`src/hdl/pbrle_pkg.sv`:
```
// Shared constants and types of the PackBits run-length encoder.
package pbrle_pkg;

    localparam int BYTE_W               = 8;
    localparam int CODE_W               = 32;
    localparam int COUNT_W              = 3;
    localparam int MAX_RUN_DEF          = 128;
    localparam int BYTES_PER_RESULT_DEF = 4;

    // One code byte handed from the sequencer to the packer.
    typedef struct packed {
        logic              valid;
        logic              last;
        logic [BYTE_W-1:0] data;
    } beat_t;

endpackage

```
`src/hdl/pbrle_if.sv`:
```
// Raw-byte and code-word channel interfaces of the PackBits encoder.
interface pbrle_in_if;
    logic       valid;
    logic       ready;
    logic [7:0] data_byte;
    logic       end_of_buffer;

    modport source (output valid, output data_byte, output end_of_buffer, input ready);
    modport sink (input valid, input data_byte, input end_of_buffer, output ready);
endinterface

interface pbrle_out_if;
    logic        valid;
    logic        ready;
    logic [31:0] code_bytes;
    logic [2:0]  byte_count;
    logic        last_of_run;

    modport source (output valid, output code_bytes, output byte_count, output last_of_run,
                    input ready);
    modport sink (input valid, input code_bytes, input byte_count, input last_of_run,
                  output ready);
endinterface

```
`src/hdl/pbrle_ram.sv`:
```
// Generic single-port-write, single-port-read RAM with registered read data.
module pbrle_ram #(
    parameter int WIDTH = pbrle_pkg::BYTE_W,
    parameter int DEPTH = pbrle_pkg::MAX_RUN_DEF
) (
    input  logic                     clk,
    input  logic                     we,
    input  logic [$clog2(DEPTH)-1:0] waddr,
    input  logic [WIDTH-1:0]         wdata,
    input  logic [$clog2(DEPTH)-1:0] raddr,
    output logic [WIDTH-1:0]         rdata
);

    logic [WIDTH-1:0] mem_reg [DEPTH];
    logic [WIDTH-1:0] rdata_reg;

    always_ff @(posedge clk)
    begin
        if (we)
        begin
            mem_reg[waddr] <= wdata;
        end
        rdata_reg <= mem_reg[raddr];
    end

    assign rdata = rdata_reg;

endmodule

```
`src/hdl/pbrle_ctrl.sv`:
```
// Run tracking and code-byte sequencer around the literal store.
module pbrle_ctrl #(
    parameter int MAX_RUN = pbrle_pkg::MAX_RUN_DEF
) (
    input  logic                       clk,
    input  logic                       rst_n,
    pbrle_in_if.sink                   raw,
    output pbrle_pkg::beat_t           beat,
    input  logic                       take,
    output logic                       we,
    output logic [$clog2(MAX_RUN)-1:0] waddr,
    output logic [pbrle_pkg::BYTE_W-1:0] wdata,
    output logic [$clog2(MAX_RUN)-1:0] raddr,
    input  logic [pbrle_pkg::BYTE_W-1:0] rdata
);

    localparam int AW = $clog2(MAX_RUN);
    localparam int CW = $clog2(MAX_RUN + 1);
    localparam logic [CW-1:0] LIMIT = CW'(MAX_RUN);

    typedef enum logic [2:0] {
        S_IDLE = 3'b001,
        S_HDR  = 3'b010,
        S_BODY = 3'b100
    } state_t;

    state_t                        state_reg, state_next;
    logic [pbrle_pkg::BYTE_W-1:0]  prior_reg;
    logic [CW-1:0]                 run_reg;
    logic                          known_reg;
    logic                          rep_reg;
    logic                          cur_rep_reg;
    logic [CW-1:0]                 cur_len_reg;
    logic [pbrle_pkg::BYTE_W-1:0]  cur_byte_reg;
    logic [CW-1:0]                 idx_reg, idx_next;
    logic                          fl_pend_reg;
    logic                          fl_rep_reg;
    logic [CW-1:0]                 fl_len_reg;
    logic [pbrle_pkg::BYTE_W-1:0]  fl_byte_reg;
    logic                          wr_pend_reg;
    logic [AW-1:0]                 wr_addr_reg;
    logic [pbrle_pkg::BYTE_W-1:0]  wr_data_reg;

    logic                          accept;
    logic                          same;
    logic [CW-1:0]                 d_run;
    logic                          d_known;
    logic                          d_rep;
    logic                          d_wr;
    logic [AW-1:0]                 d_waddr;
    logic                          mid_v;
    logic                          mid_rep;
    logic [CW-1:0]                 mid_len;
    logic                          fl_rep;
    logic [CW-1:0]                 idx_inc;
    logic                          seq_end;
    logic [pbrle_pkg::BYTE_W-1:0]  hdr_byte;
    logic                          seq_done;

    assign raw.ready = (state_reg == S_IDLE);
    assign accept    = raw.valid && raw.ready;
    assign same      = (raw.data_byte == prior_reg);

    // Next run state and the sequence closed by this byte, if any.
    always_comb
    begin
        d_run   = run_reg;
        d_known = known_reg;
        d_rep   = rep_reg;
        d_wr    = 1'b0;
        d_waddr = '0;
        mid_v   = 1'b0;
        mid_rep = 1'b0;
        mid_len = run_reg;
        if (run_reg == '0)
        begin
            d_wr    = 1'b1;
            d_run   = CW'(1);
            d_known = 1'b0;
        end
        else if (!known_reg)
        begin
            d_rep   = same;
            d_known = 1'b1;
            d_wr    = 1'b1;
            d_waddr = AW'(run_reg);
            d_run   = run_reg + CW'(1);
        end
        else if (same && rep_reg && run_reg < LIMIT)
        begin
            d_run = run_reg + CW'(1);
        end
        else if (!same && !rep_reg && run_reg < LIMIT)
        begin
            d_wr    = 1'b1;
            d_waddr = AW'(run_reg);
            d_run   = run_reg + CW'(1);
        end
        else if (rep_reg)
        begin
            mid_v   = 1'b1;
            mid_rep = 1'b1;
            d_wr    = 1'b1;
            d_run   = CW'(1);
            d_known = 1'b0;
        end
        else if (run_reg >= LIMIT)
        begin
            mid_v   = 1'b1;
            d_wr    = 1'b1;
            d_run   = CW'(1);
            d_known = 1'b0;
        end
        else
        begin
            // two equal neighbors: close the literal, open a repeat run
            mid_v   = 1'b1;
            mid_len = run_reg - CW'(1);
            d_known = 1'b1;
            d_rep   = 1'b1;
            d_run   = CW'(2);
        end
        fl_rep = d_known && d_rep;
    end

    assign hdr_byte = cur_rep_reg ? 8'(9'd257 - 9'(cur_len_reg))
                                  : 8'(9'(cur_len_reg) - 9'd1);
    assign idx_inc  = idx_reg + CW'(1);
    assign seq_end  = cur_rep_reg || (idx_inc == cur_len_reg);
    assign seq_done = (state_reg == S_BODY) && take && seq_end;

    always_comb
    begin
        state_next = state_reg;
        idx_next   = '0;
        beat       = '0;
        case (state_reg)
            S_IDLE:
            begin
                if (accept && (mid_v || raw.end_of_buffer))
                begin
                    state_next = S_HDR;
                end
            end
            S_HDR:
            begin
                beat.valid = 1'b1;
                beat.data  = hdr_byte;
                if (take)
                begin
                    state_next = S_BODY;
                end
            end
            S_BODY:
            begin
                beat.valid = 1'b1;
                beat.data  = cur_rep_reg ? cur_byte_reg : rdata;
                beat.last  = seq_end && !fl_pend_reg;
                idx_next   = idx_reg;
                if (take)
                begin
                    if (seq_end)
                    begin
                        idx_next   = '0;
                        state_next = fl_pend_reg ? S_HDR : S_IDLE;
                    end
                    else
                    begin
                        idx_next = idx_inc;
                    end
                end
            end
            default:
            begin
                state_next = S_IDLE;
            end
        endcase
    end

    // Hold the read address while the packer stalls so the read data stays put.
    assign raddr = AW'(idx_next);

    // A write behind a closed literal waits until that literal has been read out.
    always_comb
    begin
        if (seq_done && wr_pend_reg)
        begin
            we    = 1'b1;
            waddr = wr_addr_reg;
            wdata = wr_data_reg;
        end
        else
        begin
            we    = accept && d_wr && !mid_v;
            waddr = d_waddr;
            wdata = raw.data_byte;
        end
    end

    always_ff @(posedge clk or negedge rst_n)
    begin
        if (!rst_n)
        begin
            state_reg   <= S_IDLE;
            prior_reg   <= '0;
            run_reg     <= '0;
            known_reg   <= 1'b0;
            rep_reg     <= 1'b0;
            idx_reg     <= '0;
            fl_pend_reg <= 1'b0;
            wr_pend_reg <= 1'b0;
        end
        else
        begin
            state_reg <= state_next;
            idx_reg   <= idx_next;
            if (accept)
            begin
                prior_reg   <= raw.data_byte;
                fl_pend_reg <= mid_v && raw.end_of_buffer;
                wr_pend_reg <= mid_v && d_wr;
                if (raw.end_of_buffer)
                begin
                    run_reg   <= '0;
                    known_reg <= 1'b0;
                    rep_reg   <= 1'b0;
                end
                else
                begin
                    run_reg   <= d_run;
                    known_reg <= d_known;
                    rep_reg   <= d_rep;
                end
            end
            else if (seq_done)
            begin
                fl_pend_reg <= 1'b0;
                wr_pend_reg <= 1'b0;
            end
        end
    end

    always_ff @(posedge clk)
    begin
        if (accept)
        begin
            cur_rep_reg  <= mid_v ? mid_rep : fl_rep;
            cur_len_reg  <= mid_v ? mid_len : d_run;
            cur_byte_reg <= mid_v ? prior_reg : raw.data_byte;
            fl_rep_reg   <= fl_rep;
            fl_len_reg   <= d_run;
            fl_byte_reg  <= raw.data_byte;
            wr_addr_reg  <= d_waddr;
            wr_data_reg  <= raw.data_byte;
        end
        else if (seq_done && fl_pend_reg)
        begin
            // advance to the end-of-buffer flush
            cur_rep_reg  <= fl_rep_reg;
            cur_len_reg  <= fl_len_reg;
            cur_byte_reg <= fl_byte_reg;
        end
    end

`ifndef SYNTHESIS
    a_run_bound: assert property (@(posedge clk) disable iff (!rst_n)
        run_reg <= LIMIT)
        else $error("pending run longer than the cap");

    a_known_len: assert property (@(posedge clk) disable iff (!rst_n)
        known_reg |-> run_reg >= CW'(2))
        else $error("decided sequence holds fewer than two bytes");

    a_flush_clear: assert property (@(posedge clk) disable iff (!rst_n)
        (accept && raw.end_of_buffer) |=> (run_reg == '0 && !known_reg))
        else $error("run state not cleared after last byte of buffer");

    a_wr_pend: assert property (@(posedge clk) disable iff (!rst_n)
        wr_pend_reg |-> state_reg != S_IDLE)
        else $error("deferred store write left behind in idle");
`endif

endmodule

```
`src/hdl/pbrle_packer.sv`:
```
// Packs the code-byte stream into result words behind an output register.
module pbrle_packer #(
    parameter int BYTES_PER_RESULT = pbrle_pkg::BYTES_PER_RESULT_DEF
) (
    input  logic             clk,
    input  logic             rst_n,
    input  pbrle_pkg::beat_t beat,
    output logic             take,
    pbrle_out_if.source      code
);

    localparam int PackW = BYTES_PER_RESULT * pbrle_pkg::BYTE_W;
    localparam int AccW  = (PackW > pbrle_pkg::CODE_W) ? PackW : pbrle_pkg::CODE_W;
    localparam int CntW  = $clog2(BYTES_PER_RESULT + 1);

    logic [AccW-1:0]                   acc_reg, acc_next;
    logic [CntW-1:0]                   cnt_reg;
    logic [CntW-1:0]                   cnt_inc;
    logic                              out_valid_reg;
    logic [pbrle_pkg::CODE_W-1:0]      code_reg;
    logic [pbrle_pkg::COUNT_W-1:0]     count_reg;
    logic                              last_reg;
    logic                              complete;
    logic                              free;
    logic                              load;

    assign cnt_inc  = cnt_reg + CntW'(1);
    assign complete = beat.valid && (cnt_inc == CntW'(BYTES_PER_RESULT) || beat.last);
    assign free     = !out_valid_reg || code.ready;
    assign take     = beat.valid && (!complete || free);
    assign load     = take && complete;
    assign acc_next = ((cnt_reg == '0) ? '0 : acc_reg)
                    | (AccW'(beat.data) << {cnt_reg, 3'b000});

    always_ff @(posedge clk or negedge rst_n)
    begin
        if (!rst_n)
        begin
            cnt_reg       <= '0;
            out_valid_reg <= 1'b0;
        end
        else
        begin
            if (take)
            begin
                cnt_reg <= complete ? '0 : cnt_inc;
            end
            if (load)
            begin
                out_valid_reg <= 1'b1;
            end
            else if (code.ready)
            begin
                out_valid_reg <= 1'b0;
            end
        end
    end

    always_ff @(posedge clk)
    begin
        if (take && !complete)
        begin
            acc_reg <= acc_next;
        end
        if (load)
        begin
            code_reg  <= acc_next[pbrle_pkg::CODE_W-1:0];
            count_reg <= pbrle_pkg::COUNT_W'(cnt_inc);
            last_reg  <= beat.last;
        end
    end

    assign code.valid       = out_valid_reg;
    assign code.code_bytes  = code_reg;
    assign code.byte_count  = count_reg;
    assign code.last_of_run = last_reg;

`ifndef SYNTHESIS
    a_cnt_bound: assert property (@(posedge clk) disable iff (!rst_n)
        cnt_reg < CntW'(BYTES_PER_RESULT))
        else $error("packer byte count past word size");

    a_load_shows: assert property (@(posedge clk) disable iff (!rst_n)
        load |=> code.valid)
        else $error("finished word not presented");
`endif

endmodule

```
`src/hdl/packbits_run_length_encoder.sv`:
```
// PackBits encoder top level: one raw byte in, packed code words out.
// An input byte that closes no sequence leaves the block ready for more input.
// A byte releasing code bytes stalls input until all are out; the sequencer moves
// one code byte per cycle unless the packer stalls, literals via the store's one
// read port. A result word shows in the cycle after its final code byte is packed.
// Reset clears the run state and handshakes; the literal store is not cleared.
module packbits_run_length_encoder #(
    parameter int MAX_RUN          = pbrle_pkg::MAX_RUN_DEF,
    parameter int BYTES_PER_RESULT = pbrle_pkg::BYTES_PER_RESULT_DEF
) (
    input  logic        clk,
    input  logic        rst_n,
    pbrle_in_if.sink    raw,
    pbrle_out_if.source code
);

    localparam int AW = $clog2(MAX_RUN);

    pbrle_pkg::beat_t               beat;
    logic                           take;
    logic                           we;
    logic [AW-1:0]                  waddr;
    logic [pbrle_pkg::BYTE_W-1:0]   wdata;
    logic [AW-1:0]                  raddr;
    logic [pbrle_pkg::BYTE_W-1:0]   rdata;

    pbrle_ctrl #(
        .MAX_RUN (MAX_RUN)
    ) u_ctrl (
        .clk   (clk),
        .rst_n (rst_n),
        .raw   (raw),
        .beat  (beat),
        .take  (take),
        .we    (we),
        .waddr (waddr),
        .wdata (wdata),
        .raddr (raddr),
        .rdata (rdata)
    );

    pbrle_ram #(
        .WIDTH (pbrle_pkg::BYTE_W),
        .DEPTH (MAX_RUN)
    ) u_store (
        .clk   (clk),
        .we    (we),
        .waddr (waddr),
        .wdata (wdata),
        .raddr (raddr),
        .rdata (rdata)
    );

    pbrle_packer #(
        .BYTES_PER_RESULT (BYTES_PER_RESULT)
    ) u_packer (
        .clk   (clk),
        .rst_n (rst_n),
        .beat  (beat),
        .take  (take),
        .code  (code)
    );

endmodule
```
`src/flat_wrapper.sv`:
```
// flat-port wrapper written by rule: the top's interface ports become plain ports
module packbits_run_length_encoder_flat 
#(
    parameter int MAX_RUN          = pbrle_pkg::MAX_RUN_DEF,
    parameter int BYTES_PER_RESULT = pbrle_pkg::BYTES_PER_RESULT_DEF
)
  (clk, rst_n, raw_valid, raw_data_byte, raw_end_of_buffer, raw_ready, code_valid, code_code_bytes, code_byte_count, code_last_of_run, code_ready);
  pbrle_in_if raw_i ();
  pbrle_out_if code_i ();
  input  logic clk;
  input  logic rst_n;
  input wire logic [$bits(raw_i.valid)-1:0] raw_valid;
  input wire logic [$bits(raw_i.data_byte)-1:0] raw_data_byte;
  input wire logic [$bits(raw_i.end_of_buffer)-1:0] raw_end_of_buffer;
  output wire logic [$bits(raw_i.ready)-1:0] raw_ready;
  output wire logic [$bits(code_i.valid)-1:0] code_valid;
  output wire logic [$bits(code_i.code_bytes)-1:0] code_code_bytes;
  output wire logic [$bits(code_i.byte_count)-1:0] code_byte_count;
  output wire logic [$bits(code_i.last_of_run)-1:0] code_last_of_run;
  input wire logic [$bits(code_i.ready)-1:0] code_ready;
  assign raw_i.valid = raw_valid;
  assign raw_i.data_byte = raw_data_byte;
  assign raw_i.end_of_buffer = raw_end_of_buffer;
  assign raw_ready = raw_i.ready;
  assign code_valid = code_i.valid;
  assign code_code_bytes = code_i.code_bytes;
  assign code_byte_count = code_i.byte_count;
  assign code_last_of_run = code_i.last_of_run;
  assign code_i.ready = code_ready;
  packbits_run_length_encoder #(.MAX_RUN(MAX_RUN), .BYTES_PER_RESULT(BYTES_PER_RESULT)) u_core (.clk(clk), .rst_n(rst_n), .raw(raw_i), .code(code_i));
endmodule
```
`config.mk`:
```
export PLATFORM = sky130hd
export DESIGN_NAME = packbits_run_length_encoder_flat
export DESIGN_NICKNAME = d
export VERILOG_FILES = /design/src/hdl/pbrle_pkg.sv /design/src/hdl/pbrle_if.sv /design/src/hdl/pbrle_ram.sv /design/src/hdl/pbrle_ctrl.sv /design/src/hdl/pbrle_packer.sv /design/src/hdl/packbits_run_length_encoder.sv /design/src/flat_wrapper.sv
export SDC_FILE = /design/constraint.sdc
export NUM_CORES = 2
export LEC_CHECK = 0
export BUFFER_PORTS_ARGS = -buffer_cell sky130_fd_sc_hd__buf_4
export CAP_MARGIN = 25
export CORE_MARGIN = 4
export CORE_UTILIZATION = 50
export CTS_BUF_LIST = sky130_fd_sc_hd__clkbuf_4 sky130_fd_sc_hd__clkbuf_8
export CTS_CLUSTER_SIZE = 24
export DETAILED_ROUTE_END_ITERATION = 16
export PLACE_DENSITY = 0.65
export SLEW_MARGIN = 0
export SYNTH_ARGS = -nofsm -noshare
export SYNTH_HDL_FRONTEND = slang
export SYNTH_SLANG_ARGS = --single-unit
```
`constraint.sdc`:
```
create_clock -name clk -period 7.8 [get_ports clk]
set_input_delay 1.56 -clock clk [delete_from_list [all_inputs] [get_ports clk]]
set_output_delay 1.56 -clock clk [all_outputs]
set_load 0.1 [all_outputs]
```
==> results.txt <==
Top FF cell, synth - edfxtp_1
Synth Instances - 3840
Post-CTS Setup Inserts - 0
CP endpoint kind - register
Leak - 18.7 nW
dominant cell type by area after synthesis - edfxtp_1
commonest non-fill, non-tap cell in the layout - edfxtp_1
Final Cycle Share - 0.741
CTS Buffer Depth - 3
highest clock rate - 0.173 GHz
post-synthesis sequential area ratio - 0.720
Yosys top cell area share - 0.698
CP Launch Type - register
final hold vios - 0
fillers - 7915
vias in the first global route - 30200
register area - 35100 um^2
ranking of synthesized cells by area - edfxtp_1, nand2_1, nand3_1
leading cell types in the layout, fill and taps excluded - edfxtp_1, nand2_1, nand3_1
Antenna Nets Post-Route - 0
CTS sink count - 1176
VDD IR-drop max - 125 uV
CTS tree - yes
Initial Util - 0.504
initial antenna violation count - 3
slew at the pin closest to its max-slew limit - 1.14 ns
Residual DRC - 0
status - completed
Post-DP HPWL - 78400 um
Top delay family on crit path - compound AO/OA/AOI/OAI gates
Setup TNS - 0 ns
max reg flops - 1024
Bufs and invs on worst path - 2
Yosys Warn Count - 0
DR vias - 31900
crit path time final - 5.78 ns
layout cells sized above 1 - 0.113
GRT overflow - 0
Final setup viols - 0
Num CTS Buffers - 183
Die Ht - 320 um
asr flop ratio synth - 0.0298
DRT Pass-1 Iters - 5
Mapped Nets - 3862
vias per inst - 5.99
Clk pin slew, worst setup/hold paths - 0.06 ns
pin count of the biggest net entering global routing - 145
Post-CTS Hold Buffers - 0
FP Rows - 114
H-tree depth - 4
crit path launch - u_core.u_ctrl.idx_reg[0]
WL final - 132000 um
final hold slack - 0.501 ns
Multi-input gate area - 12400 um^2
Fin Clk Skew - 0.0368 ns
crit-path max cell delay - 0.75 ns
pwr dens - 266 nW/um^2
clock root buffer - clkbuf_8
CP max FO - 118
CORE AREA - 96700 um^2
drt wl/cell - 24.8 um
Die Footprint - 102000 um^2
initial drt markers - 3963
Final Slew Violations - 0
GRT Util Overall - 0.253
Layout Nets - 3920
Finished Core Util - 0.556
R2R Path Start - u_core.u_ctrl.idx_reg[0]
first-pass GRT wire length - 197000 um
post_cts resized - 0
RSZ-0062 raised after global routing - no
Placer Congestion - 0.875
worst path arrival time - 6.46 ns
CP max-delay cell - o311ai_1
MaxCap Viol Count - 0
Final Power - 14.3 mW
Setup CP Type - register to register
io pins - 51
Avg Cell Area, Syn - 12.7 um^2
clock latency on the worst-skew pair - 0.86 ns
Post-Syn Area - 48700 um^2
post-synthesis cell type count - 84
CP required - 8.47 ns
min-delay src - u_core.u_ctrl.idx_reg[7]
die width - 320 um
Critical Path, Cell by Cell - ha_1, and4_1, a21oi_1, o2bb2ai_1, a21o_1, a211oi_1, a221o_2, nand2_8, inv_8, buf_4, nand3_1, nand3_1, nand2_1, o311ai_1, a211oi_1
synthesized flop and latch total - 1176
Min-Delay Path Class - register to register
Layout area overhead - 10.3%
Port Buffer Count - 50
slew margin rel. - 0.235
number of flops mapped to enable cells by yosys - 1133
==> where the power goes <==
part / internal (mW) / switching, mW / total (mW)
logic: 0.510 / 1.28 / 1.79
registers: 7.25 / 0.155 / 7.40
clock network: 2.68 / 2.41 / 5.09
==> cell usage after synthesis, drive strengths merged, types with 5 or more instances <==
cell and number:
a211oi 17, a21boi 5, a21oi 93, a221oi 29, a22o 26, a22oi 30
a311o 5, a311oi 9, a31oi 23, a32oi 30, and2 7, and3 6
buf 197, clkbuf 45, dfrtp 34, dfxtp 8, edfxtp 1133, ha 9
inv 30, mux2i 100, nand2 1010, nand2b 15, nand3 496, nand3b 5
nand4 40, nor2 198, nor3 21, nor4 6, o2111ai 5, o21ai 72
o221ai 8, o22ai 7, o31ai 11, o32ai 7, or3 8, xnor2 27
xor2 14
==> metal layers <==
| metal | GRT usage | share of wire |
|---|---|---|
| met5 | 0 | 0 |
| met4 | 0.102 | 0.038 |
| met2 | 0.384 | 0.46 |
| met3 | 0.0605 | 0.10 |
| met1 | 0.356 | 0.41 |
==> kinds of logic (layout without fill, tap and decap cells) <==
group | count (synthesis) | after routing | synth area share
simple gates | 1836 | 1836 | 0.162
flops | 1176 | 1176 | 0.720
compound gates | 404 | 404 | 0.0580
buf+inv | 273 | 477 | 0.0296
mux | 101 | 101 | 0.0208
xor+xnor | 41 | 41 | 0.00737
fa+ha+maj | 9 | 9 | 0.00231
other cells | 0 | 4 | 0
==> metrics by stage <==
stage          instances  cell area, um^2  worst slack [ns]
2_1_floorplan       3840            48700              2.80
3_3_place_gp        4982            50100              1.57
3_5_place_dp        4985            50100              1.55
4_1_cts             5316            53700              2.00
5_1_grt             5322            53700              1.74
6_report            5324            53800              2.02
==> cell type report <==
type                       count  area share
antenna                        4    0.000186
clock buffer                 260      0.0580
clock inverter                71     0.00829
inverter                      31     0.00247
multi-input combinational   2391       0.230
sequential                  1176       0.652
tap                         1276      0.0297
timing repair buffer         115      0.0190
==> worst reg2reg max path, cell delays in order (launching register included) <==
cell and delay [ns]:
dfrtp_1 0.53, ha_1 0.35, and4_1 0.40, a21oi_1 0.11, o2bb2ai_1 0.14, a21o_1 0.26
a211oi_1 0.29, a221o_2 0.55, nand2_8 0.37, inv_8 0.72, buf_4 0.55, nand3_1 0.17
nand3_1 0.18, nand2_1 0.13, o311ai_1 0.75, a211oi_1 0.12
==> worst paths after layout <==
| path | endpoint | slack [ns] | cells past startpoint |
|---|---|---|---|
| setup / recovery | u_core.u_store.rdata[2] | 2.02 | 15 |
| hold / removal | u_core.u_ctrl.idx_reg[7] | 0.50 | 1 |
| setup reg to reg | u_core.u_store.rdata[2] | 2.02 | 15 |
| hold reg to reg | u_core.u_ctrl.idx_reg[7] | 0.50 | 1 |
| max in group asynchronous | u_core.u_ctrl.idx_reg[7] | 6.70 | 1 |
| min in group asynchronous | u_core.u_ctrl.rep_reg | 0.70 | 1 |
(Power assumes the default switching activity.)
